### src/design/lav_pkg.sv
`default_nettype none
// ============================================================================
// lav_pkg: shared types and constants for the look-at view matrix block
// Fixed-point format, item and result structs, register indexes.
// ============================================================================
package lav_pkg;

  // Fixed-point format of all vector values
  localparam int FRAC_BITS = 16;
  localparam int WORD_BITS = 32;

  // Normalized basis component: magnitude at most a little over one
  localparam int BAS_W  = FRAC_BITS + 4;
  // Product of a 32-bit word and a basis component
  localparam int PROD_W = 32 + BAS_W;
  // Dividend width of the normalizer: 31-bit magnitude, fraction, round carry
  localparam int NUM_W  = 32 + FRAC_BITS;

  typedef logic signed [31:0]      word_t;
  typedef logic signed [BAS_W-1:0] basis_t;
  typedef logic signed [63:0]      wide_t;

  // One accepted command beat
  typedef struct packed {
    word_t [2:0] eye;
    word_t [2:0] dir;
  } item_t;

  // Normalizer status
  typedef struct packed {
    logic done;
    logic zero;
  } norm_sts_t;

  // One result beat
  typedef struct packed {
    logic [1:0] row_index;
    word_t      col0;
    word_t      col1;
    word_t      col2;
    word_t      col3;
    logic       last_row;
    logic       degenerate;
  } res_t;

  // Register indexes
  localparam logic [1:0] CFG_UP_X = 2'd0;
  localparam logic [1:0] CFG_UP_Y = 2'd1;
  localparam logic [1:0] CFG_UP_Z = 2'd2;

  localparam word_t UP_X_RESET = 32'sd0;
  localparam word_t UP_Y_RESET = 32'sd65536;
  localparam word_t UP_Z_RESET = 32'sd0;

  // Fixed-point one
  localparam word_t ONE = word_t'(64'sd1 <<< FRAC_BITS);

endpackage
`default_nettype wire

### src/design/lav_norm.sv
`default_nettype none
// ============================================================================
// lav_norm: serial vector normalizer
// Scales a 3-vector to unit length: prescale shift, sum of squares,
// bit-pair square root and restoring division, one step per cycle.
// ============================================================================
module lav_norm import lav_pkg::*; (
  input  wire logic        clk_i,
  input  wire logic        rst_ni,
  input  wire logic        start_i,
  input  wire wide_t [2:0] vec_i,
  output norm_sts_t        sts_o,
  output basis_t [2:0]     vec_o
);

  localparam int DCNT_W = $clog2(NUM_W);

  typedef enum logic [2:0] {
    N_IDLE, N_SHIFT, N_SQ, N_SQRT, N_DLOAD, N_DIV
  } state_e;

  state_e              state_q;
  logic [2:0][63:0]    mag_q;
  logic [2:0]          neg_q;
  logic [1:0]          idx_q;
  logic [63:0]         sum_q;
  logic [63:0]         rn_q;
  logic [63:0]         res_q;
  logic [63:0]         bit_q;
  logic [31:0]         len_q;
  logic [NUM_W-1:0]    num_q;
  logic [31:0]         rem_q;
  logic [NUM_W-1:0]    quo_q;
  logic [DCNT_W-1:0]   dcnt_q;
  basis_t [2:0]        out_q;
  norm_sts_t           sts_q;

  logic [2:0][63:0]    mag_in;
  logic [63:0]         orv;
  logic [61:0]         sq;
  logic [64:0]         trial;
  logic                take;
  logic [32:0]         rem_sh;
  logic                dtake;
  logic [31:0]         rem_nx;
  logic [NUM_W-1:0]    quo_nx;
  logic [BAS_W-1:0]    qmag;
  logic [BAS_W-1:0]    qval;

  assign sts_o = sts_q;
  assign vec_o = out_q;

  // Magnitudes of the incoming vector
  always_comb begin
    for (int i = 0; i < 3; i++) begin
      mag_in[i] = vec_i[i][63] ? (~vec_i[i] + 64'd1) : vec_i[i];
    end
  end

  // Datapath of the iterative steps
  always_comb begin
    orv    = mag_q[0] | mag_q[1] | mag_q[2];
    sq     = mag_q[idx_q][30:0] * mag_q[idx_q][30:0];
    trial  = {1'b0, res_q} + {1'b0, bit_q};
    take   = ({1'b0, rn_q} >= trial);
    rem_sh = {rem_q, num_q[NUM_W-1]};
    dtake  = (rem_sh >= {1'b0, len_q});
    rem_nx = dtake ? 32'(rem_sh - {1'b0, len_q}) : rem_sh[31:0];
    quo_nx = {quo_q[NUM_W-2:0], dtake};
    qmag   = quo_nx[BAS_W-1:0];
    qval   = neg_q[idx_q] ? (~qmag + BAS_W'(1)) : qmag;
  end

  // Sequencer
  always_ff @(posedge clk_i or negedge rst_ni) begin
    if (!rst_ni) begin
      state_q <= N_IDLE;
      sts_q   <= '0;
    end else begin
      sts_q.done <= 1'b0;
      case (state_q)
        N_IDLE: begin
          if (start_i) begin
            for (int i = 0; i < 3; i++) begin
              mag_q[i] <= mag_in[i];
              neg_q[i] <= vec_i[i][63];
            end
            if ((mag_in[0] | mag_in[1] | mag_in[2]) == 64'd0) begin
              sts_q.done <= 1'b1;
              sts_q.zero <= 1'b1;
            end else begin
              state_q <= N_SHIFT;
            end
          end
        end
        // bring the largest magnitude into [2^30, 2^31)
        N_SHIFT: begin
          if (orv[63:31] != '0) begin
            for (int i = 0; i < 3; i++) mag_q[i] <= mag_q[i] >> 1;
          end else if (orv[63:30] == '0) begin
            for (int i = 0; i < 3; i++) mag_q[i] <= mag_q[i] << 1;
          end else begin
            sum_q   <= 64'd0;
            idx_q   <= 2'd0;
            state_q <= N_SQ;
          end
        end
        N_SQ: begin
          if (idx_q == 2'd2) begin
            rn_q    <= sum_q + 64'(sq);
            res_q   <= 64'd0;
            bit_q   <= 64'd1 << 62;
            state_q <= N_SQRT;
          end else begin
            sum_q <= sum_q + 64'(sq);
            idx_q <= idx_q + 2'd1;
          end
        end
        // one result bit per cycle
        N_SQRT: begin
          if (take) begin
            rn_q  <= rn_q - trial[63:0];
            res_q <= (res_q >> 1) + bit_q;
          end else begin
            res_q <= res_q >> 1;
          end
          bit_q <= bit_q >> 2;
          if (bit_q[0]) begin
            len_q   <= take ? 32'((res_q >> 1) + bit_q) : 32'(res_q >> 1);
            idx_q   <= 2'd0;
            state_q <= N_DLOAD;
          end
        end
        N_DLOAD: begin
          num_q   <= NUM_W'({mag_q[idx_q][30:0], {FRAC_BITS{1'b0}}}) +
                     NUM_W'(len_q[31:1]);
          rem_q   <= 32'd0;
          quo_q   <= '0;
          dcnt_q  <= '0;
          state_q <= N_DIV;
        end
        // restoring division, one quotient bit per cycle
        N_DIV: begin
          rem_q  <= rem_nx;
          quo_q  <= quo_nx;
          num_q  <= num_q << 1;
          dcnt_q <= dcnt_q + DCNT_W'(1);
          if (dcnt_q == DCNT_W'(NUM_W - 1)) begin
            out_q[idx_q] <= qval;
            if (idx_q == 2'd2) begin
              sts_q.done <= 1'b1;
              sts_q.zero <= 1'b0;
              state_q    <= N_IDLE;
            end else begin
              idx_q   <= idx_q + 2'd1;
              state_q <= N_DLOAD;
            end
          end
        end
        default: begin
          state_q <= N_IDLE;
        end
      endcase
    end
  end

endmodule
`default_nettype wire

### config.mk
export PLATFORM = sky130hd
export DESIGN_NAME = lav_norm
export DESIGN_NICKNAME = d
export VERILOG_FILES = /design/src/design/lav_pkg.sv /design/src/design/lav_norm.sv
export SDC_FILE = /design/constraint.sdc
export NUM_CORES = 2
export LEC_CHECK = 0
export ABC_CLOCK_PERIOD_IN_PS = 45200
export CAP_MARGIN = 15
export CORE_UTILIZATION = 55
export CTS_CLUSTER_SIZE = 20
export DETAILED_ROUTE_END_ITERATION = 8
export DONT_BUFFER_PORTS = 1
export PLACE_DENSITY = 0.8
export SLEW_MARGIN = 10
export SYNTH_ARGS = -nofsm -noshare
export SYNTH_HDL_FRONTEND = slang
export SYNTH_SLANG_ARGS = --single-unit
### constraint.sdc
create_clock -name clk_i -period 45.2 [get_ports clk_i]
set_clock_uncertainty 0.05 [all_clocks]
set_input_delay 2.26 -clock clk_i [delete_from_list [all_inputs] [get_ports clk_i]]
set_output_delay 2.26 -clock clk_i [all_outputs]
set_load 0.005 [all_outputs]
==> summary.txt <==
Run status
  • Status: finished clean

Finish
  • Area grow syn2layout: 5.97%
  • Fraction of layout cells with a size suffix above 1: 4.07%
  • Final nets: 9130
  • Fill cells: 10900

Detailed routing
  • Post-route DRC: 0
  • Antenna-violating nets left: 0
  • Routed WL: 230 mm
  • Wire per inst: 24.3 um
  • Routed via count: 59400
  • Vias/cell: approximately 6.3
  • First-pass iteration count of the detailed router: 7
  • Initial DRC count: 7361

Floorplan
  • Die H: 363 um
  • DIE AREA: 132000 um^2
  • # rows: 132
  • Starting density of the core: 55.4%
  • Die extent in x: 363 um
  • Io pins: between 200 and 300
  • Core Region: between 100000 and 150000 um^2

Setup path
  • Worst path required time: approximately 46 ns
  • R2r setup slk: 33.01 ns
  • Crit path from: idx_q[1]
  • CP Capture Type: flop
  • Slowest stage delay, CP: 1.09 ns
  • Reg2reg end: rn_q[62]
  • Worst setup SP type: flop
  • R2R cell count: 33
  • Crit path max fanout: 35
  • Worst reg2reg startpoint: idx_q[1]
  • Setup CP Type: reg -> reg
  • CP arrival: 12.56 ns
  • Most used cell, CP: fa_1
  • Slowest CP cell: edfxtp_1

Timing
  • Setup Viol. Count Final: 0
  • Tcrit/Tclk final: 27.0%
  • Max Fclk: 82.0 MHz
  • Slew HR: 15.1%
  • Max-slew violation count: 0
  • Least-Margin Pin Slew: approximately 1.3 ns
  • Min cycle time layout: 12.19 ns
  • Aggregate negative setup slack: 0 ns
  • Final Hold Vio Count: 0
  • RSZ-0062 raised after global routing: no

Clocking
  • Post-CTS Setup Inserts: 0
  • CTS Buffer Depth: 3
  • Clk root buf: clkbuf_16
  • PostCTS Resize Cnt: 0
  • # H-tree levels: 3
  • Clk Latency, worst-skew pair: approximately 0.71 ns
  • CTS clk-pin slew, worst paths: 0.06 ns
  • Clock sink count: 623
  • CTS Hold Bufs: 0
  • TritonCTS clock tree: done
  • CTS Buf Count: 75

Synth
  • Post-Synthesis Cells: 7871
  • Synth Area in Adders: between 30% and 40%
  • Most used DFF post-synth: edfxtp_1
  • Number of synthesized flops with an enable pin: between 600 and 700
  • YS warnings: 0
  • Syn Area/Cell: a little over 9 um^2
  • Post-synthesis register bit count: 623
  • Synthesized area: 71700 um^2
  • Synth Area in Compound Gates: 12.3%
  • Asr flop ratio synth: 0.803%
  • Mux share of post-synthesis cell area: 1.06%
  • Synth Area in XOR/XNOR: 6.40%
  • Post-Syn Nets: between 9000 and 10000
  • Post-synthesis sequential area ratio: 26.1%
  • Post-Synth Simple-Gate Area: 15.8%
  • Largest family of logic cells by synthesized area: adder cells
  • Count of different cell masters after synthesis: 86

Hold path
  • Min-Delay Path Class: reg -> reg
  • Min-Delay Path Depth: 2
  • Hold Path Sink: num_q[13]
  • Worst hold start: num_q[12]

Run
  • Max Cap Viol: 0

Place
  • Placer Congestion: 1.07
  • Port Buf Inserts: 0
  • Hpwl dp: 181 mm

GRT
  • First-pass GRT wire length: ~350 mm
  • Vias in the first global route: 59500
  • Gr usage total: 35.2%
  • GRT overflow: 0
  • Largest net degree at the start of global routing: 227
  • Antenna violations before repair: 7
-- how the worst max path moves through the flow --
stage,end,slack [ns],depth (start not counted)
3_3_place_gp,rn_q[62],33.64,33
3_5_place_dp,rn_q[62],33.31,33
2_1_floorplan,mag_q[0],27.97,2
5_1_grt,rn_q[58],32.42,33
4_1_cts,rn_q[62],33.30,33
6_report,rn_q[62],33.01,33
-- through the flow --
step                hold WS (ns)  cells  setup WS (ns)  cell area (um^2)  utilization [%]
CTS                        0.482   9477          33.30             75900             58.7
global route               0.514   9477          32.42             75900             58.7
finish                     0.483   9481          33.01             75900             58.7
global placement           0.450   9338          33.64             73300             56.7
floorplan                  0.418   7871          27.97             71700                -
detailed placement         0.464   9338          33.31             73300             56.7
-- cells in the mapped netlist, types with 16 or more instances --
cell type | instances | area [um^2]
a41oi_1 | 22 | 193
nor4_1 | 87 | 544
buf_1 | 31 | 116
a21boi_0 | 16 | 120
nor2b_1 | 40 | 250
o21a_1 | 20 | 150
mux2i_1 | 61 | 611
a211oi_1 | 47 | 353
o21bai_1 | 33 | 248
nand2b_1 | 37 | 231
and2_1 | 90 | 563
a21oi_1 | 385 | 1930
o211ai_1 | 29 | 218
clkbuf_1 | 321 | 1200
or2_2 | 24 | 150
inv_1 | 1132 | 4250
a31o_2 | 29 | 254
a31oi_1 | 138 | 863
ha_1 | 459 | 5740
edfxtp_1 | 618 | 18600
a21o_1 | 101 | 758
nand2_1 | 865 | 3250
xnor2_1 | 258 | 2260
and3_1 | 94 | 588
nor2_1 | 768 | 2880
fa_1 | 803 | 16100
or4_1 | 55 | 413
o21ai_0 | 340 | 1700
or3_1 | 55 | 344
xor2_1 | 266 | 2330
nand3_1 | 121 | 606
o31ai_1 | 60 | 450
nor3_1 | 106 | 531
o21ai_1 | 21 | 105
o41ai_1 | 45 | 394
nand4_1 | 101 | 632
-- flip-flops by register name, summed over array words and instances, names as in the netlist, 3 cells and up --
signal	count
mag_q	192
res_q	64
rn_q	64
sum_q	64
vec_o	60
num_q	48
bit_q	32
len_q	32
rem_q	32
quo_q	19
dcnt_q	6
neg_q	3
state_q	3
-- metal layers --
layer,global-route usage [%],part of all wire (%),vias up
met4,18.5,5.9,4
li1,-,-,26100
met1,45.7,38,29200
met2,54.4,45,3394
met5,0,0.017,-
met3,9.01,11,724
-- placed cells by master (no fill, tap or decap), types with 14 or more instances in the layout --
cell and n:
nor4_1 86, inv_1 1130, or3_1 54, o211ai_1 29, nand2b_1 37, a31oi_1 138, clkinv_2 16, nand2_1 862
or4_1 55, or2_2 24, xnor2_1 258, a21boi_0 14, o41ai_1 45, and2_1 89, o31ai_1 60, mux2i_1 61
nand4_1 101, o21ai_0 340, nor3_1 104, nor2b_1 40, edfxtp_1 618, ha_1 459, and3_1 94, buf_4 80
a31o_2 29, xor2_1 266, a21oi_1 371, fa_1 803, a21o_1 101, a211oi_1 47, o21ai_1 21, a41oi_1 22
nor2_1 765, o21bai_1 33, clkbuf_16 77, o21a_1 19, nand3_1 121
-- cell type report --
cell class	count	area (um^2)	area share (%)
inverter	1138	4270	5.63
timing repair buffer	82	641	0.844
clock inverter	53	668	0.880
clock buffer	86	1960	2.58
multi-input combinational	5753	47500	62.6
tap	1742	2180	2.87
antenna	4	10.0	0.0132
sequential	623	18700	24.6
-- logic make-up (layout without fill, tap and decap cells) --
logic type                 Yosys count  count (layout)
AOI/OAI and AO/OA                 1405            1405
adders and majority gates         1263            1263
DFF                                623             623
xor gates and xnor gates           524             524
muxes                               74              74
buffers and inverters             1495            1359
and+or+nand+nor                   2487            2487
other                                0               4
-- critical path, delay by kind of cell, from the launching register on --
kind                     cells  cell delay, ns
AND/OR/NAND/NOR              3            0.62
multiplexers                 1            0.09
flip-flops                   1            1.09
AO/OA/AOI/OAI               10            3.65
buffers and inverters        8            1.97
adder cells (fa/ha/maj)      9            3.97
XOR/XNOR                     2            0.42
Power is not shown: default switching activity piles up to over one toggle a cycle in this logic, so the estimate is an artifact.
