File: config.mk
export PLATFORM = sky130hd
export DESIGN_NAME = lav_front
export DESIGN_NICKNAME = d
export VERILOG_FILES = /design/src/design/lav_pkg.sv /design/src/design/lav_front.sv
export SDC_FILE = /design/constraint.sdc
export NUM_CORES = 1
export LEC_CHECK = 0
export ABC_CLOCK_PERIOD_IN_PS = 10300
export BUFFER_PORTS_ARGS = -buffer_cell sky130_fd_sc_hd__buf_2
export CAP_MARGIN = 20
export CORE_AREA = 2 2 162 227
export DETAILED_ROUTE_END_ITERATION = 8
export DIE_AREA = 0 0 164 229
export GPL_ROUTABILITY_DRIVEN = 0
export PLACE_DENSITY = 0.75
export SETUP_SLACK_MARGIN = 0.05
export SLEW_MARGIN = 25
export SYNTH_ARGS = -nofsm -noshare
export SYNTH_HDL_FRONTEND = slang
export SYNTH_SLANG_ARGS = --single-unit
File: constraint.sdc
create_clock -name clk_i -period 10.3 [get_ports clk_i]
set_input_delay 0.515 -clock clk_i [delete_from_list [all_inputs] [get_ports clk_i]]
set_output_delay 0.515 -clock clk_i [all_outputs]
set_load 0.005 [all_outputs]
File: src/design/lav_pkg.sv
`default_nettype none
// ============================================================================
// lav_pkg: shared types and constants for the look-at view matrix block
// Fixed-point format, item and result structs, register indexes.
// ============================================================================
package lav_pkg;

  // Fixed-point format of all vector values
  localparam int FRAC_BITS = 16;
  localparam int WORD_BITS = 32;

  // Normalized basis component: magnitude at most a little over one
  localparam int BAS_W  = FRAC_BITS + 4;
  // Product of a 32-bit word and a basis component
  localparam int PROD_W = 32 + BAS_W;
  // Dividend width of the normalizer: 31-bit magnitude, fraction, round carry
  localparam int NUM_W  = 32 + FRAC_BITS;

  typedef logic signed [31:0]      word_t;
  typedef logic signed [BAS_W-1:0] basis_t;
  typedef logic signed [63:0]      wide_t;

  // One accepted command beat
  typedef struct packed {
    word_t [2:0] eye;
    word_t [2:0] dir;
  } item_t;

  // Normalizer status
  typedef struct packed {
    logic done;
    logic zero;
  } norm_sts_t;

  // One result beat
  typedef struct packed {
    logic [1:0] row_index;
    word_t      col0;
    word_t      col1;
    word_t      col2;
    word_t      col3;
    logic       last_row;
    logic       degenerate;
  } res_t;

  // Register indexes
  localparam logic [1:0] CFG_UP_X = 2'd0;
  localparam logic [1:0] CFG_UP_Y = 2'd1;
  localparam logic [1:0] CFG_UP_Z = 2'd2;

  localparam word_t UP_X_RESET = 32'sd0;
  localparam word_t UP_Y_RESET = 32'sd65536;
  localparam word_t UP_Z_RESET = 32'sd0;

  // Fixed-point one
  localparam word_t ONE = word_t'(64'sd1 <<< FRAC_BITS);

endpackage
`default_nettype wire

File: src/design/lav_front.sv
`default_nettype none
// ============================================================================
// lav_front: command intake
// Takes command beats into a two-entry queue that feeds the back end.
// ============================================================================
module lav_front import lav_pkg::*; (
  input  wire logic  clk_i,
  input  wire logic  rst_ni,
  input  wire logic  start_i,
  input  wire item_t item_i,
  output logic       busy_o,
  input  wire logic  pop_i,
  output logic       avail_o,
  output item_t      item_o
);

  item_t [1:0] mem_q;
  logic        wr_ptr_q;
  logic        rd_ptr_q;
  logic [1:0]  cnt_q;
  logic        push;

  // Queue full holds off new commands
  assign busy_o  = (cnt_q == 2'd2);
  assign avail_o = (cnt_q != 2'd0);
  assign push    = start_i && !busy_o;
  assign item_o  = mem_q[rd_ptr_q];

  // Storage, written in the clocked block
  always_ff @(posedge clk_i) begin
    if (push) begin
      mem_q[wr_ptr_q] <= item_i;
    end
  end

  // Pointers and fill count
  always_ff @(posedge clk_i or negedge rst_ni) begin
    if (!rst_ni) begin
      wr_ptr_q <= 1'b0;
      rd_ptr_q <= 1'b0;
      cnt_q    <= 2'd0;
    end else begin
      if (push) begin
        wr_ptr_q <= ~wr_ptr_q;
      end
      if (pop_i) begin
        rd_ptr_q <= ~rd_ptr_q;
      end
      if (push && !pop_i) begin
        cnt_q <= cnt_q + 2'd1;
      end else if (!push && pop_i) begin
        cnt_q <= cnt_q - 2'd1;
      end
    end
  end

endmodule
`default_nettype wire

==> metrics, run 1 <==
status completed; DR vias 7238; max_cap viols 0; num rows 82; total CTS buffers 37; CP Launch Type flip-flop; Initial Util 0.395; highest clock rate 296 MHz; worst-path cell with the longest stage delay dfrtp_4; FILL cells 2909; Syn Nets 813; top cells by count, synth edfxtp_1, mux2_2, buf_4; leading area contributor after synthesis edfxtp_1; most numerous cell in the Yosys netlist edfxtp_1; fin nets 1228; fin util 0.498; layout cells sized above 1 0.611; detailed placer's ending HPWL 19800 µm; CP Max Fanout 71; postcts setup bufs 0; wire length per cell 19.1 µm; Layout Skew 0.0143 ns; fin crit period 3.38 ns; Clk Latency, worst-skew pair 0.52 ns; first-pass GRT wire length 42500 µm; final hold violation count 0; number of global-route vias before repair 7663; Final Max Tran Viols 0; post-synthesis sequential area ratio 0.826; Synth Cell Area 14100 µm²; WS Path Type reg -> out; # H-tree levels 2; CTS max path bufs 3; Port Buf Inserts 389; syn avg cell area 22.8 µm²; drt total wl 29300 µm; CP Cell Sequence buf_4 > mux2_2 > buf_2; die width 164 µm; RSZ-0062 raised after global routing no; GRT Resource Usage Total 0.150; Fin Setup TNS 0 ns; P per Cell Area 276 nW/µm²; Worst EP required 9.79 ns; detailed router's first-iteration violation count 393; multi-input logic area 2260 µm²; Die Y 229 µm; warning count from the yosys run 0; synthesis-to-layout area growth 25.9%; CTS clk-pin slew, worst paths 0.07 ns; area of the core 35600 µm²; Max VDD drop 0.166 mV; Unique masters post-synth 15; Ports 390; Reg area 11600 µm²; DR vias/cell 4.73; CP endpoint kind output port; GR Overflow Total 0; CTS tree built; CP max stage delay 0.82 ns; drt pass-1 iters 6; pin count of the biggest net entering global routing 83; CP Data Arrival Time 2.86 ns; Yosys top cell area share 0.819; Final setup viols 0; hold-fix buffer count after cts 1; Least-Margin Pin Slew 0.979 ns; Post-synth top flop edfxtp_1; count of state elements after synthesis 388; min-delay worst type in -> reg; Post-Syn Instances 616; Async SR Flop Fraction 0.0103; Antenna Violating Nets Remaining 0; initial antenna violation count 13; Die ar. 37600 µm²; # DRC 0; leak pwr 6.59 nW; Area contributors post-synth edfxtp_1, mux2_2, dfrtp_1; clock root buffer clkbuf_16; Post-synth EDFFs 384; post-route clock period utilization 0.328; post-CTS sizing 0; clk sinks 388; Slew HR 0.347
## critical path: cells and delay by family, from the launching register on
family / cells / cell delay [ns]
flip-flops: 1 / 0.82
multiplexers: 1 / 0.44
buffers and inverters: 2 / 0.96
## flip-flops by register name, indices dropped and copies added, names as in the netlist
signal / count
wr_ptr_q: 1
rd_ptr_q: 1
cnt_q: 2
mem_q: 384
## cell type report
class,count,share of cell area
Clock buffer,44,0.0561
Clock inverter,23,0.0114
Timing Repair Buffer,397,0.114
Inverter,3,0.000636
Antenna cell,9,0.00127
Tap cell,462,0.0326
Sequential cell,388,0.657
Multi-Input combinational cell,204,0.128
## where the power goes
group | switching [mW] | internal (mW) | leakage [nW]
Combinational | 0.670 | 0.625 | 2.39
Sequential | 0.106 | 2.16 | 3.61
Clock | 0.562 | 0.770 | 0.589
## cells in the final DEF, fill, tap and decap left out, drive strengths merged
cell type | netlist | routed
buf | 21 | 396
edfxtp | 384 | 384
mux2 | 192 | 192
clkbuf | 0 | 44
clkinv | 0 | 16
diode | 0 | 9
inv | 3 | 6
dfrtp | 4 | 4
xor2 | 3 | 3
bufinv | 0 | 3
xnor2 | 2 | 2
nor2 | 2 | 2
nand2b | 1 | 1
and3 | 1 | 1
nand2 | 1 | 1
or2 | 1 | 1
ha | 1 | 1
clkinvlp | 0 | 1
dlygate4sd3 | 0 | 1
## per-stage QoR
step	cells	power, mW	worst slack [ns]	hold WS, ns	instance area [µm²]
after global routing	1530	5.13	6.73	0.146	17700
final	1530	4.89	6.92	0.176	17700
after detailed placement	1453	3.63	7.08	0.330	16500
after global placement	1453	3.59	7.10	0.326	16500
after CTS	1521	4.97	6.75	0.145	17700
after floorplan	616	3.15	0.969	0.219	14100
## path summary, 6_finish.rpt
check	slack [ns]	end	depth (start not counted)	start
setup / recovery	6.92	item_o[16]	3	rd_ptr_q
hold / removal	0.18	rd_ptr_q	2	pop_i
setup reg to reg	7.15	mem_q[123]	5	cnt_q[0]
hold reg to reg	0.50	cnt_q[1]	1	cnt_q[1]
max in group asynchronous	9.85	rd_ptr_q	2	rst_ni
min in group asynchronous	0.32	rd_ptr_q	2	rst_ni
## cells by family after synthesis
| group | synth area share |
|---|---|
| adders and majority gates | 0.000889 |
| xor gates and xnor gates | 0.00311 |
| muxes | 0.154 |
| and+or+nand+nor | 0.00213 |
| DFF | 0.826 |
| buffers and inverters | 0.0138 |
## routing by layer
layer  vias up  GRT usage  wire (µm)
met5         -          0         33
met4         6     0.0814       1390
met2       267      0.271      15800
met1      3574      0.157      10200
met3        81     0.0395       1910
li1       3310          -          -
(Power assumes the default switching activity.)
==> run 2: changes to the inputs <==
- ABC_AREA: default -> 1
- ABC_CLOCK_PERIOD_IN_PS: 10300 -> 2800
- CORE_AREA: 2 2 162 227 -> 2 2 162 228
- DIE_AREA: 0 0 164 229 -> 0 0 164 230
- PLACE_DENSITY: 0.75 -> 0.78
- clock period: 10.3 -> 2.8 ns (I/O delays scaled with it)
==> metrics, run 2 <==
CP Max Fanout 42 (-41%); Top Registers mem_q x384, cnt_q x2; Yosys top cell area share 0.818 (-0.00116); Post-Syn Instances 626 (+1.6%); P per Cell Area 930 nW/µm² (+240%); die width 164 µm (unchanged); Slew HR 0.603 (+0.256); post-route clock period utilization 0.804; Most flops, register mem_q; CP Launch Type flip-flop; GR Overflow Total 0 (unchanged); synthesis-to-layout area growth 40.4%; Die ar. 37700 µm² (+0.44%); total CTS buffers 38 (+2.7%); fin crit period 2.25 ns; top cells by count, synth edfxtp_1, mux2_2, buf_4; max_cap viols 0 (unchanged); wire length per cell 19.1 µm (-0.29%); fin nets 1438 (+17%); most numerous cell in the Yosys netlist edfxtp_1; Largest register FFs 384 (unchanged); Area contributors post-synth edfxtp_1, mux2_2, dfrtp_1; leak pwr 7.47 nW (+13%); warning count from the yosys run 0 (unchanged); sw frac 0.278 (+0.00479); Post-synth EDFFs 384 (unchanged); most frequent cells in the layout buf_2, edfxtp_1, dlygate4sd3_1; drt total wl 33100 µm (+13%); clock share of power 0.262 (-0.010); leading area contributor after synthesis edfxtp_1; Initial Util 0.396 (+0.000562); Die Y 230 µm (+0.44%); Port Buf Inserts 389 (unchanged); Unique masters post-synth 15 (unchanged); min-delay worst type in -> reg; CTS clk-pin slew, worst paths 0.06 ns (about the same); Overall Power 18.4 mW (+280%); Post-DP Area 16600 µm² (+0.96%); CP top delay family flip-flops; clock root buffer clkbuf_16; status completed; Syn Nets 823 (+1.2%); Reg area 11600 µm² (unchanged); Async SR Flop Fraction 0.0103 (unchanged); pin count of the biggest net entering global routing 99 (+19%); CTS tree built; clk sinks 388 (unchanged); CTS max path bufs 3 (unchanged); first-pass GRT wire length 48700 µm (+15%); DR vias/cell 4.72 (-0.17%); area of the core 35600 µm² (unchanged); GRT Resource Usage Total 0.170 (+0.0198); # DRC 0 (unchanged); Int Pwr 13.3 mW (+270%); CP max stage delay 0.74 ns (-0.08 ns); Final setup viols 0 (unchanged); # H-tree levels 2 (unchanged); Max VDD drop 0.938 mV (+470%); CP Cell Sequence buf_12 > mux2_2 > buf_2; final hold violation count 0 (unchanged); switching pwr 5.12 mW (+280%); Logic pwr share 0.287 (+0.022); layout cells sized above 1 0.511 (-0.0995); detailed router's first-iteration violation count 498 (+27%); num rows 82 (unchanged); Ports 390 (unchanged); Fin Setup TNS 0 ns (unchanged); Clk Latency, worst-skew pair 0.52 ns (about the same); DR vias 8194 (+13%); highest clock rate 444 MHz; number of global-route vias before repair 9059 (+18%); worst-path cell with the longest stage delay dfrtp_4; multi-input logic area 2260 µm² (about the same); CP endpoint kind output port; count of state elements after synthesis 388 (unchanged); Synth Cell Area 14100 µm² (+0.14%); post-synthesis sequential area ratio 0.825 (-0.00117); Layout Skew 0.0136 ns (-0.000703 ns); postcts setup bufs 0 (unchanged); Least-Margin Pin Slew 0.595 ns (-0.384 ns); design area 19800 µm² (+12%); commonest non-fill, non-tap cell in the layout buf_2; detailed placer's ending HPWL 20400 µm (+3.0%); RSZ-0062 raised after global routing no; CP Data Arrival Time 2.11 ns (-0.75 ns); WS Path Type reg -> out; syn avg cell area 22.5 µm² (-1.5%); initial antenna violation count 5 (-8); Final Max Tran Viols 0 (unchanged); Worst EP required 2.66 ns (-7.13 ns); FILL cells 2658 (-8.6%); Buffers & Inverters on Critical Path 2 (unchanged); Seq pwr share 0.451 (-0.012); post-CTS sizing 0 (unchanged); drt pass-1 iters 4 (-2); Antenna Violating Nets Remaining 0 (unchanged); Post-synth top flop edfxtp_1
[run 2: cell count changes in the layout (fill, tap and decap cells not counted), moves of 3 or more]
cell	delta
buf_12	+8
clkinv_1	+6
clkinvlp_4	+3
diode_2	-7
dlygate4sd3_1	+194
inv_1	+4
nand2_1	+7
[run 2: per-stage QoR]
| step | util | hold WS (ns) | instances | worst slack (ns) |
|---|---|---|---|---|
| after floorplan | - | -0.156 | 626 | -1.14 |
| after global placement | 0.467 | -0.0476 | 1468 | 1.00 |
| after detailed placement | 0.467 | -0.0494 | 1468 | 0.978 |
| after CTS | 0.556 | 0.0124 | 1733 | 0.515 |
| after global routing | 0.556 | 0.0559 | 1734 | 0.452 |
| final | 0.556 | 0.0466 | 1735 | 0.549 |
[run 2: routing by layer]
layer,global-route usage,vias to the layer above,part of all wire
li1,-,3726,-
met1,0.174,4051,0.34
met2,0.319,314,0.55
met3,0.0399,97,0.063
met4,0.0825,6,0.044
met5,0,-,0.00085
[run 2: worst min-delay path: cells and delay by family]
| family | cells | cell delay, ns |
|---|---|---|
| and+or+nand+nor | 3 | 0.22 |
| buffers and inverters | 2 | 0.15 |
[run 2: power groups by stage]
| stage | sequential (mW) | combinational, mW | clock, mW |
|---|---|---|---|
| 4_1_cts | 8.29 | 5.31 | 4.94 |
| 5_1_grt | 8.42 | 5.67 | 5.16 |
| 2_1_floorplan | 8.34 | 2.98 | 0 |
| 6_report | 8.30 | 5.29 | 4.82 |
| 3_5_place_dp | 8.41 | 5.05 | 0 |
| 3_3_place_gp | 8.31 | 4.99 | 0 |
[run 2: logic make-up after synthesis]
family	Yosys count	share of synthesized area
DFF	388	0.825
muxes	192	0.153
buffers and inverters	29	0.0151
and+or+nand+nor	13	0.00373
xor gates and xnor gates	2	0.00124
AOI/OAI and AO/OA	1	0.000355
adders and majority gates	1	0.000888
[run 2: path summary, 6_finish.rpt]
kind	from	depth (start not counted)	end	slack [ns]
min in group asynchronous	rst_ni	3	wr_ptr_q	0.53
setup reg to reg	cnt_q[1]	6	mem_q[79]	0.95
hold / removal	start_i	5	wr_ptr_q	0.05
hold reg to reg	cnt_q[1]	2	cnt_q[1]	0.49
max in group asynchronous	rst_ni	3	rd_ptr_q	2.07
setup / recovery	rd_ptr_q	3	item_o[107]	0.55
[run 2: cell type report]
cell class              count  area share
clock buffers              45      0.0526
diodes                      2    0.000253
flip-flops and latches    388       0.588
well taps                 462      0.0292
inverters                   8     0.00171
multi-input cells         209       0.114
repair buffers            596       0.207
clock inverters            25     0.00771
[run 2: timing repair]
item | 4_1_cts | 5_1_grt
setup endpoints to repair | 0 | 0
hold buffers | 195 | 0
hold endpoints to repair | 389 | 0
