==> config.mk <==
export PLATFORM = sky130hd
export DESIGN_NAME = lav_core
export DESIGN_NICKNAME = d
export VERILOG_FILES = /design/src/design/lav_pkg.sv /design/src/design/lav_core.sv
export SDC_FILE = /design/constraint.sdc
export NUM_CORES = 2
export LEC_CHECK = 0
export ABC_AREA = 1
export CELL_PAD_IN_SITES_DETAIL_PLACEMENT = 1
export CELL_PAD_IN_SITES_GLOBAL_PLACEMENT = 1
export CORE_UTILIZATION = 30
export CTS_BUF_LIST = sky130_fd_sc_hd__clkbuf_2 sky130_fd_sc_hd__clkbuf_4 sky130_fd_sc_hd__clkbuf_8
export CTS_CLUSTER_DIAMETER = 30
export CTS_CLUSTER_SIZE = 12
export DETAILED_ROUTE_END_ITERATION = 7
export DONT_BUFFER_PORTS = 1
export GPL_TIMING_DRIVEN = 1
export PLACE_DENSITY_LB_ADDON = 0.1
export SLEW_MARGIN = 20
export SYNTH_ARGS = -nofsm -noshare
export SYNTH_HDL_FRONTEND = slang
export SYNTH_SLANG_ARGS = --single-unit
==> constraint.sdc <==
create_clock -name clk_i -period 34.3 [get_ports clk_i]
set_input_delay 3.43 -clock clk_i [delete_from_list [all_inputs] [get_ports clk_i]]
set_output_delay 3.43 -clock clk_i [all_outputs]
set_load 0.01 [all_outputs]
==> src/design/lav_pkg.sv <==
`default_nettype none
// ============================================================================
// lav_pkg: shared types and constants for the look-at view matrix block
// Fixed-point format, item and result structs, register indexes.
// ============================================================================
package lav_pkg;

  // Fixed-point format of all vector values
  localparam int FRAC_BITS = 16;
  localparam int WORD_BITS = 32;

  // Normalized basis component: magnitude at most a little over one
  localparam int BAS_W  = FRAC_BITS + 4;
  // Product of a 32-bit word and a basis component
  localparam int PROD_W = 32 + BAS_W;
  // Dividend width of the normalizer: 31-bit magnitude, fraction, round carry
  localparam int NUM_W  = 32 + FRAC_BITS;

  typedef logic signed [31:0]      word_t;
  typedef logic signed [BAS_W-1:0] basis_t;
  typedef logic signed [63:0]      wide_t;

  // One accepted command beat
  typedef struct packed {
    word_t [2:0] eye;
    word_t [2:0] dir;
  } item_t;

  // Normalizer status
  typedef struct packed {
    logic done;
    logic zero;
  } norm_sts_t;

  // One result beat
  typedef struct packed {
    logic [1:0] row_index;
    word_t      col0;
    word_t      col1;
    word_t      col2;
    word_t      col3;
    logic       last_row;
    logic       degenerate;
  } res_t;

  // Register indexes
  localparam logic [1:0] CFG_UP_X = 2'd0;
  localparam logic [1:0] CFG_UP_Y = 2'd1;
  localparam logic [1:0] CFG_UP_Z = 2'd2;

  localparam word_t UP_X_RESET = 32'sd0;
  localparam word_t UP_Y_RESET = 32'sd65536;
  localparam word_t UP_Z_RESET = 32'sd0;

  // Fixed-point one
  localparam word_t ONE = word_t'(64'sd1 <<< FRAC_BITS);

endpackage
`default_nettype wire

==> src/design/lav_core.sv <==
`default_nettype none
// ============================================================================
// lav_core: back end sequencer
// Builds the basis through the normalizer, forms cross and dot products on
// one shared multiplier and sends the four matrix rows.
// ============================================================================
module lav_core import lav_pkg::*; (
  input  wire logic        clk_i,
  input  wire logic        rst_ni,
  input  wire logic        avail_i,
  input  wire item_t       item_i,
  output logic             pop_o,
  input  wire word_t [2:0] up_i,
  output logic             nstart_o,
  output wide_t [2:0]      nvec_o,
  input  wire norm_sts_t   nsts_i,
  input  wire basis_t [2:0] nbas_i,
  output logic             res_valid_o,
  output res_t             res_o
);

  typedef enum logic [2:0] {
    C_IDLE, C_WZ, C_CR1, C_WX, C_CR2, C_WY, C_DOT, C_EMIT
  } state_e;

  localparam wide_t SAT_MAX = (64'sd1 <<< (WORD_BITS - 1)) - 64'sd1;
  localparam wide_t SAT_MIN = -SAT_MAX - 64'sd1;
  localparam wide_t RND     = 64'sd1 <<< (FRAC_BITS - 1);

  state_e             state_q;
  word_t [2:0]        eye_q;
  wide_t [2:0]        nvec_q;
  logic               nstart_q;
  basis_t [2:0][2:0]  bas_q;
  word_t [2:0]        t_q;
  wide_t              acc_q;
  logic [2:0]         step_q;
  logic [1:0]         r_q;
  logic [1:0]         c_q;
  logic               degen_q;
  logic               res_valid_q;
  res_t               res_q;

  logic [1:0]         cc;
  logic               sec;
  logic [1:0]         ia;
  logic [1:0]         ib;
  word_t              mul_a;
  basis_t             mul_b;
  logic signed [PROD_W-1:0] prod;
  wide_t              prod64;
  wide_t              tot;
  wide_t              shf;
  wide_t              ng;
  word_t              tsat;

  function automatic logic [1:0] inc3(input logic [1:0] i);
    logic [1:0] r;
    case (i)
      2'd0:    r = 2'd1;
      2'd1:    r = 2'd2;
      default: r = 2'd0;
    endcase
    return r;
  endfunction

  assign pop_o       = (state_q == C_IDLE) && avail_i;
  assign nstart_o    = nstart_q;
  assign nvec_o      = nvec_q;
  assign res_valid_o = res_valid_q;
  assign res_o       = res_q;

  // Cross product term select: component cc, second term subtracts
  assign cc  = step_q[2:1];
  assign sec = step_q[0];
  assign ia  = sec ? inc3(inc3(cc)) : inc3(cc);
  assign ib  = sec ? inc3(cc) : inc3(inc3(cc));

  // Shared multiplier operands
  always_comb begin
    case (state_q)
      C_CR1: begin
        mul_a = up_i[ia];
        mul_b = bas_q[2][ib];
      end
      C_CR2: begin
        mul_a = {{(32 - BAS_W){bas_q[2][ia][BAS_W-1]}}, bas_q[2][ia]};
        mul_b = bas_q[0][ib];
      end
      C_DOT: begin
        mul_a = eye_q[c_q];
        mul_b = bas_q[r_q][c_q];
      end
      default: begin
        mul_a = '0;
        mul_b = '0;
      end
    endcase
  end

  // Product, dot total, rounding and saturation of the translation
  always_comb begin
    prod   = mul_a * mul_b;
    prod64 = wide_t'(prod);
    tot    = acc_q + prod64;
    shf    = (tot + RND) >>> FRAC_BITS;
    ng     = -shf;
    if (ng > SAT_MAX) begin
      tsat = word_t'(SAT_MAX);
    end else if (ng < SAT_MIN) begin
      tsat = word_t'(SAT_MIN);
    end else begin
      tsat = ng[31:0];
    end
  end

  // Sequencer and result register
  always_ff @(posedge clk_i or negedge rst_ni) begin
    if (!rst_ni) begin
      state_q     <= C_IDLE;
      nstart_q    <= 1'b0;
      res_valid_q <= 1'b0;
      degen_q     <= 1'b0;
    end else begin
      nstart_q    <= 1'b0;
      res_valid_q <= 1'b0;
      case (state_q)
        C_IDLE: begin
          if (avail_i) begin
            eye_q <= item_i.eye;
            for (int i = 0; i < 3; i++) begin
              nvec_q[i] <= -wide_t'($signed(item_i.dir[i]));
            end
            nstart_q <= 1'b1;
            degen_q  <= 1'b0;
            state_q  <= C_WZ;
          end
        end
        C_WZ: begin
          if (nsts_i.done) begin
            if (nsts_i.zero) begin
              degen_q <= 1'b1;
              r_q     <= 2'd0;
              state_q <= C_EMIT;
            end else begin
              bas_q[2] <= nbas_i;
              step_q   <= 3'd0;
              state_q  <= C_CR1;
            end
          end
        end
        // up cross z, one term per cycle
        C_CR1: begin
          nvec_q[cc] <= sec ? (nvec_q[cc] - prod64) : prod64;
          if (step_q == 3'd5) begin
            nstart_q <= 1'b1;
            state_q  <= C_WX;
          end else begin
            step_q <= step_q + 3'd1;
          end
        end
        C_WX: begin
          if (nsts_i.done) begin
            if (nsts_i.zero) begin
              degen_q <= 1'b1;
              r_q     <= 2'd0;
              state_q <= C_EMIT;
            end else begin
              bas_q[0] <= nbas_i;
              step_q   <= 3'd0;
              state_q  <= C_CR2;
            end
          end
        end
        // z cross x
        C_CR2: begin
          nvec_q[cc] <= sec ? (nvec_q[cc] - prod64) : prod64;
          if (step_q == 3'd5) begin
            nstart_q <= 1'b1;
            state_q  <= C_WY;
          end else begin
            step_q <= step_q + 3'd1;
          end
        end
        C_WY: begin
          if (nsts_i.done) begin
            if (nsts_i.zero) begin
              degen_q <= 1'b1;
              r_q     <= 2'd0;
              state_q <= C_EMIT;
            end else begin
              bas_q[1] <= nbas_i;
              r_q      <= 2'd0;
              c_q      <= 2'd0;
              state_q  <= C_DOT;
            end
          end
        end
        // basis row dot eye, one term per cycle
        C_DOT: begin
          if (c_q == 2'd0) begin
            acc_q <= prod64;
            c_q   <= 2'd1;
          end else if (c_q == 2'd1) begin
            acc_q <= tot;
            c_q   <= 2'd2;
          end else begin
            t_q[r_q] <= tsat;
            c_q      <= 2'd0;
            if (r_q == 2'd2) begin
              r_q     <= 2'd0;
              state_q <= C_EMIT;
            end else begin
              r_q <= r_q + 2'd1;
            end
          end
        end
        // one row beat per cycle
        C_EMIT: begin
          res_valid_q          <= 1'b1;
          res_q.row_index      <= r_q;
          res_q.last_row       <= (r_q == 2'd3);
          res_q.degenerate     <= degen_q;
          if (degen_q) begin
            res_q.col0 <= '0;
            res_q.col1 <= '0;
            res_q.col2 <= '0;
            res_q.col3 <= '0;
          end else if (r_q == 2'd3) begin
            res_q.col0 <= '0;
            res_q.col1 <= '0;
            res_q.col2 <= '0;
            res_q.col3 <= ONE;
          end else begin
            res_q.col0 <= word_t'(bas_q[r_q][0]);
            res_q.col1 <= word_t'(bas_q[r_q][1]);
            res_q.col2 <= word_t'(bas_q[r_q][2]);
            res_q.col3 <= t_q[r_q];
          end
          if (r_q == 2'd3) begin
            state_q <= C_IDLE;
          end else begin
            r_q <= r_q + 2'd1;
          end
        end
        default: begin
          state_q <= C_IDLE;
        end
      endcase
    end
  end

endmodule
`default_nettype wire

==> impl_table.tex <==
\begin{tabular}{lr}
\hline
Metric & Value \\
\hline
\multicolumn{2}{l}{\textbf{Run status}} \\
Run status & completed \\
\multicolumn{2}{l}{\textbf{CTS}} \\
Number of H-tree branching levels & 4 \\
CTS sink cnt & 737 \\
Clk Latency, worst-skew pair & 1050 ps \\
Clock root buffer & sky130\_fd\_sc\_hd\_\_clkbuf\_8 \\
Number of buffers on the longest clock path & 3 \\
PostCTS Resize Cnt & 0 \\
CTS tree & built \\
Postcts setup bufs & 0 \\
Clk slew on worst S/H paths & 60 ps \\
Number of buffers inserted by hold repair at cts & 0 \\
Number of buffers created by CTS & 215 \\
\multicolumn{2}{l}{\textbf{Routing}} \\
First-pass detailed-route iteration total & 6 \\
Vias per cell & 5.092 \\
Final Routed Wirelength & 327.0 mm \\
\# DRC & 0 \\
Average wire per standard cell & 26.20 µm \\
Residual antenna-violating net count after detailed routing & 0 \\
Initial DRC count & 4,282 \\
Total via count after detailed routing & 63.57k \\
\multicolumn{2}{l}{\textbf{STA}} \\
Worst Clk Skew & 100.0 ps \\
Transition time of the tightest slew-check pin & 1163 ps \\
Final-layout setup total negative slack & 0 ps \\
Final Hold Viols & 0 \\
Ratio of final minimum period to clock period & 0.5078 \\
Worst relative slew slack & 0.2222 \\
Worst hold margin & 470.5 ps \\
Highest clock frequency the design can meet & 57.42 MHz \\
Post-layout worst setup margin & 16,880 ps \\
Final setup viols & 0 \\
Unrepaired setup endpoints after global routing & false \\
Fin. max-slew vios & 0 \\
Clock period minus final worst setup slack & 17,420 ps \\
\multicolumn{2}{l}{\textbf{Critical path}} \\
Critical path's most frequent cell & sky130\_fd\_sc\_hd\_\_nand2\_1 \\
Worst path max stage delay & 870 ps \\
Critical path buffer and inverter count & 19 \\
Crit-path max FO & 70 \\
Required time of the critical path & 34,960 ps \\
Data arrival time of the worst path & 18,080 ps \\
Crit. End Element & register \\
Critical path startpoint category & register \\
Crit path max-delay cell type & sky130\_fd\_sc\_hd\_\_xor2\_1 \\
CP top delay family & simple AND/OR/NAND/NOR gates \\
Crit path kind & register to register \\
\multicolumn{2}{l}{\textbf{Global route}} \\
Most utilized layer in the global route result & met2 \\
Pin count of the biggest net entering global routing & 106 \\
Global-route wire length before repair & 479.3 mm \\
Vias in the first global route & 68.52k \\
Global route total overflow & 0 \\
Routing usage on met2 & 0.4610 \\
Met3 routing resource usage after global routing & 0.04756 \\
GR Layer Usage met1 & 0.3473 \\
Initial antenna violation count & 29 \\
GR Util All Layers & 0.2701 \\
\multicolumn{2}{l}{\textbf{Synth}} \\
Distinct cell type count of the synthesized netlist & 70 \\
EDFF count, synth & 731 \\
Largest cells by area after synthesis & sky130\_fd\_sc\_hd\_\_edfxtp\_1 (31\%), sky130\_fd\_sc\_hd\_\_fa\_1 (18\%), sky130\_fd\_sc\_hd\_\_nand2\_1 (12\%) \\
Sequential share of the synthesized area & 0.3088 \\
Synth Net Count & 10.39k \\
Number of register bits inferred by synthesis & 737 \\
Syn avg cell area & 7.847 µm² \\
Post-synth top area share & 0.3067 \\
Synthesized area & 0.07157 mm² \\
Library cell with the largest summed area after synthesis & sky130\_fd\_sc\_hd\_\_edfxtp\_1 \\
Share of synthesized flip-flops with an asynchronous set or reset & 0.008141 \\
Number of instances in the synthesized netlist & 9,121 \\
Synthesis warning total & 0 \\
Primary flip-flop cell chosen by synthesis mapping & sky130\_fd\_sc\_hd\_\_edfxtp\_1 \\
\multicolumn{2}{l}{\textbf{Place}} \\
Total of buffers placed on input and output ports & 0 \\
Half-perimeter wire length after placement & 255.4 mm \\
Final Wtd Congestion & 0.9162 \\
Post-Place Worst Slack & 16,510 ps \\
\multicolumn{2}{l}{\textbf{Cells and area}} \\
Area grow syn2layout & 12.07\% \\
Final nets & 10.40k \\
Commonest cells after routing, fill and taps aside & sky130\_fd\_sc\_hd\_\_nand2\_1 (2,224), sky130\_fd\_sc\_hd\_\_inv\_1 (1,740), sky130\_fd\_sc\_hd\_\_nor2\_1 (845) \\
Most frequent standard cell in the layout excluding fill and tap cells & sky130\_fd\_sc\_hd\_\_nand2\_1 \\
Fill cell count & 28.38k \\
Layout cell share with drive strength beyond 1 & 0.08910 \\
\multicolumn{2}{l}{\textbf{Die}} \\
Die Area & 0.2405 mm² \\
Count of pins on the block boundary & 680 \\
Horiz. Die Dim & 490.4 µm \\
Area inside the core boundary & 0.2361 mm² \\
Starting density of the core & 0.3032 \\
Height of the die & 490.4 µm \\
Site row count & 178 \\
\multicolumn{2}{l}{\textbf{Job}} \\
Number of max-cap violations & 0 \\
\multicolumn{2}{l}{\textbf{Hold path}} \\
Classification of the worst-slack hold path & register to register \\
\hline
\end{tabular}
cell usage after synthesis (6+ instances only):
library cell	instances
sky130_fd_sc_hd__a211oi_1	7
sky130_fd_sc_hd__a21boi_0	13
sky130_fd_sc_hd__a21oi_1	458
sky130_fd_sc_hd__a221o_1	10
sky130_fd_sc_hd__a22oi_1	38
sky130_fd_sc_hd__a2bb2oi_1	10
sky130_fd_sc_hd__a31oi_1	42
sky130_fd_sc_hd__a32o_1	9
sky130_fd_sc_hd__a32oi_1	6
sky130_fd_sc_hd__buf_1	35
sky130_fd_sc_hd__buf_4	39
sky130_fd_sc_hd__buf_6	6
sky130_fd_sc_hd__clkbuf_1	276
sky130_fd_sc_hd__clkinv_1	6
sky130_fd_sc_hd__dfrtp_1	6
sky130_fd_sc_hd__edfxtp_1	731
sky130_fd_sc_hd__fa_1	639
sky130_fd_sc_hd__ha_1	272
sky130_fd_sc_hd__inv_1	1747
sky130_fd_sc_hd__inv_2	33
sky130_fd_sc_hd__nand2_1	2230
sky130_fd_sc_hd__nand2_2	68
sky130_fd_sc_hd__nand3_1	336
sky130_fd_sc_hd__nand3_2	18
sky130_fd_sc_hd__nand3b_1	7
sky130_fd_sc_hd__nand4_1	96
sky130_fd_sc_hd__nor2_1	862
sky130_fd_sc_hd__nor2_2	66
sky130_fd_sc_hd__nor2_4	25
sky130_fd_sc_hd__nor3_1	57
sky130_fd_sc_hd__nor3_2	8
sky130_fd_sc_hd__nor4_1	15
sky130_fd_sc_hd__o211ai_1	31
sky130_fd_sc_hd__o21a_1	37
sky130_fd_sc_hd__o21ai_0	497
sky130_fd_sc_hd__o21ai_1	7
sky130_fd_sc_hd__o21bai_1	10
sky130_fd_sc_hd__o221ai_1	12
sky130_fd_sc_hd__o22ai_1	102
sky130_fd_sc_hd__o32ai_1	17
sky130_fd_sc_hd__or2_2	34
sky130_fd_sc_hd__xnor2_1	54
sky130_fd_sc_hd__xor2_1	88
logic make-up after synthesis:
group	Yosys count	share of synthesized area
simple gates	3849	0.2264
buf+inv	2146	0.1154
compound gates	1336	0.1058
fa+ha+maj	911	0.2263
flops	737	0.3088
xor+xnor	142	0.01738
area by class of cell:
type	instances	area, µm²	share of cell area
Clock buffer	238	3132	0.03904
Multi-Input combinational cell	6238	41510	0.5175
Timing Repair Buffer	151	1150	0.01433
Antenna cell	19	47.55	0.0005927
Tap cell	3150	3941	0.04914
Clock inverter	163	1610	0.02008
Inverter	1788	6721	0.08379
Sequential cell	737	22100	0.2755
worst paths after layout:
kind                       startpoint  cells after the start    endpoint  slack, ps
setup / recovery            step_q[0]                     72     t_q[75]      16880
hold / removal                degen_q                      0    res_o[0]        470
setup reg to reg            step_q[0]                     72     t_q[75]      16880
min in group asynchronous      rst_ni                      0  state_q[2]       2100
max in group asynchronous      rst_ni                      0     degen_q      32090
hold reg to reg               degen_q                      0    res_o[0]        470
state kept, by name, summed over array words and instances, names as in the netlist:
signal       count
acc_q           64
bas_q          180
c_q              2
degen_q          1
eye_q           96
nstart_o         1
nvec_o         192
r_q              2
res_o           96
res_valid_o      1
state_q          3
step_q           3
t_q             96
through the flow:
stage,cell area [µm²],instances,util
finish,80210,12484,0.3398
global route,80190,12474,0.3397
CTS,80170,12465,0.3396
detailed placement,75420,12064,0.3195
global placement,75390,12062,0.3193
floorplan,71570,9121,-
worst reg2reg max path, delay by kind of cell (launching register included):
family	cells	cell delay, ps
AO/OA/AOI/OAI	10	2590
adder cells (fa/ha/maj)	9	3900
buffers and inverters	19	3760
flip-flops	1	320
AND/OR/NAND/NOR	33	5620
XOR/XNOR	1	870
layer usage:
| layer | part of all wire | routed length (µm) |
|---|---|---|
| met5 | 0 | 0 |
| met4 | 0.030 | 9677 |
| met3 | 0.057 | 18490 |
| met2 | 0.48 | 156900 |
| met1 | 0.43 | 142000 |
Power is left out: the tool's default activity adds up to more than one toggle a clock period on the data nets, which glitch-free logic cannot reach.
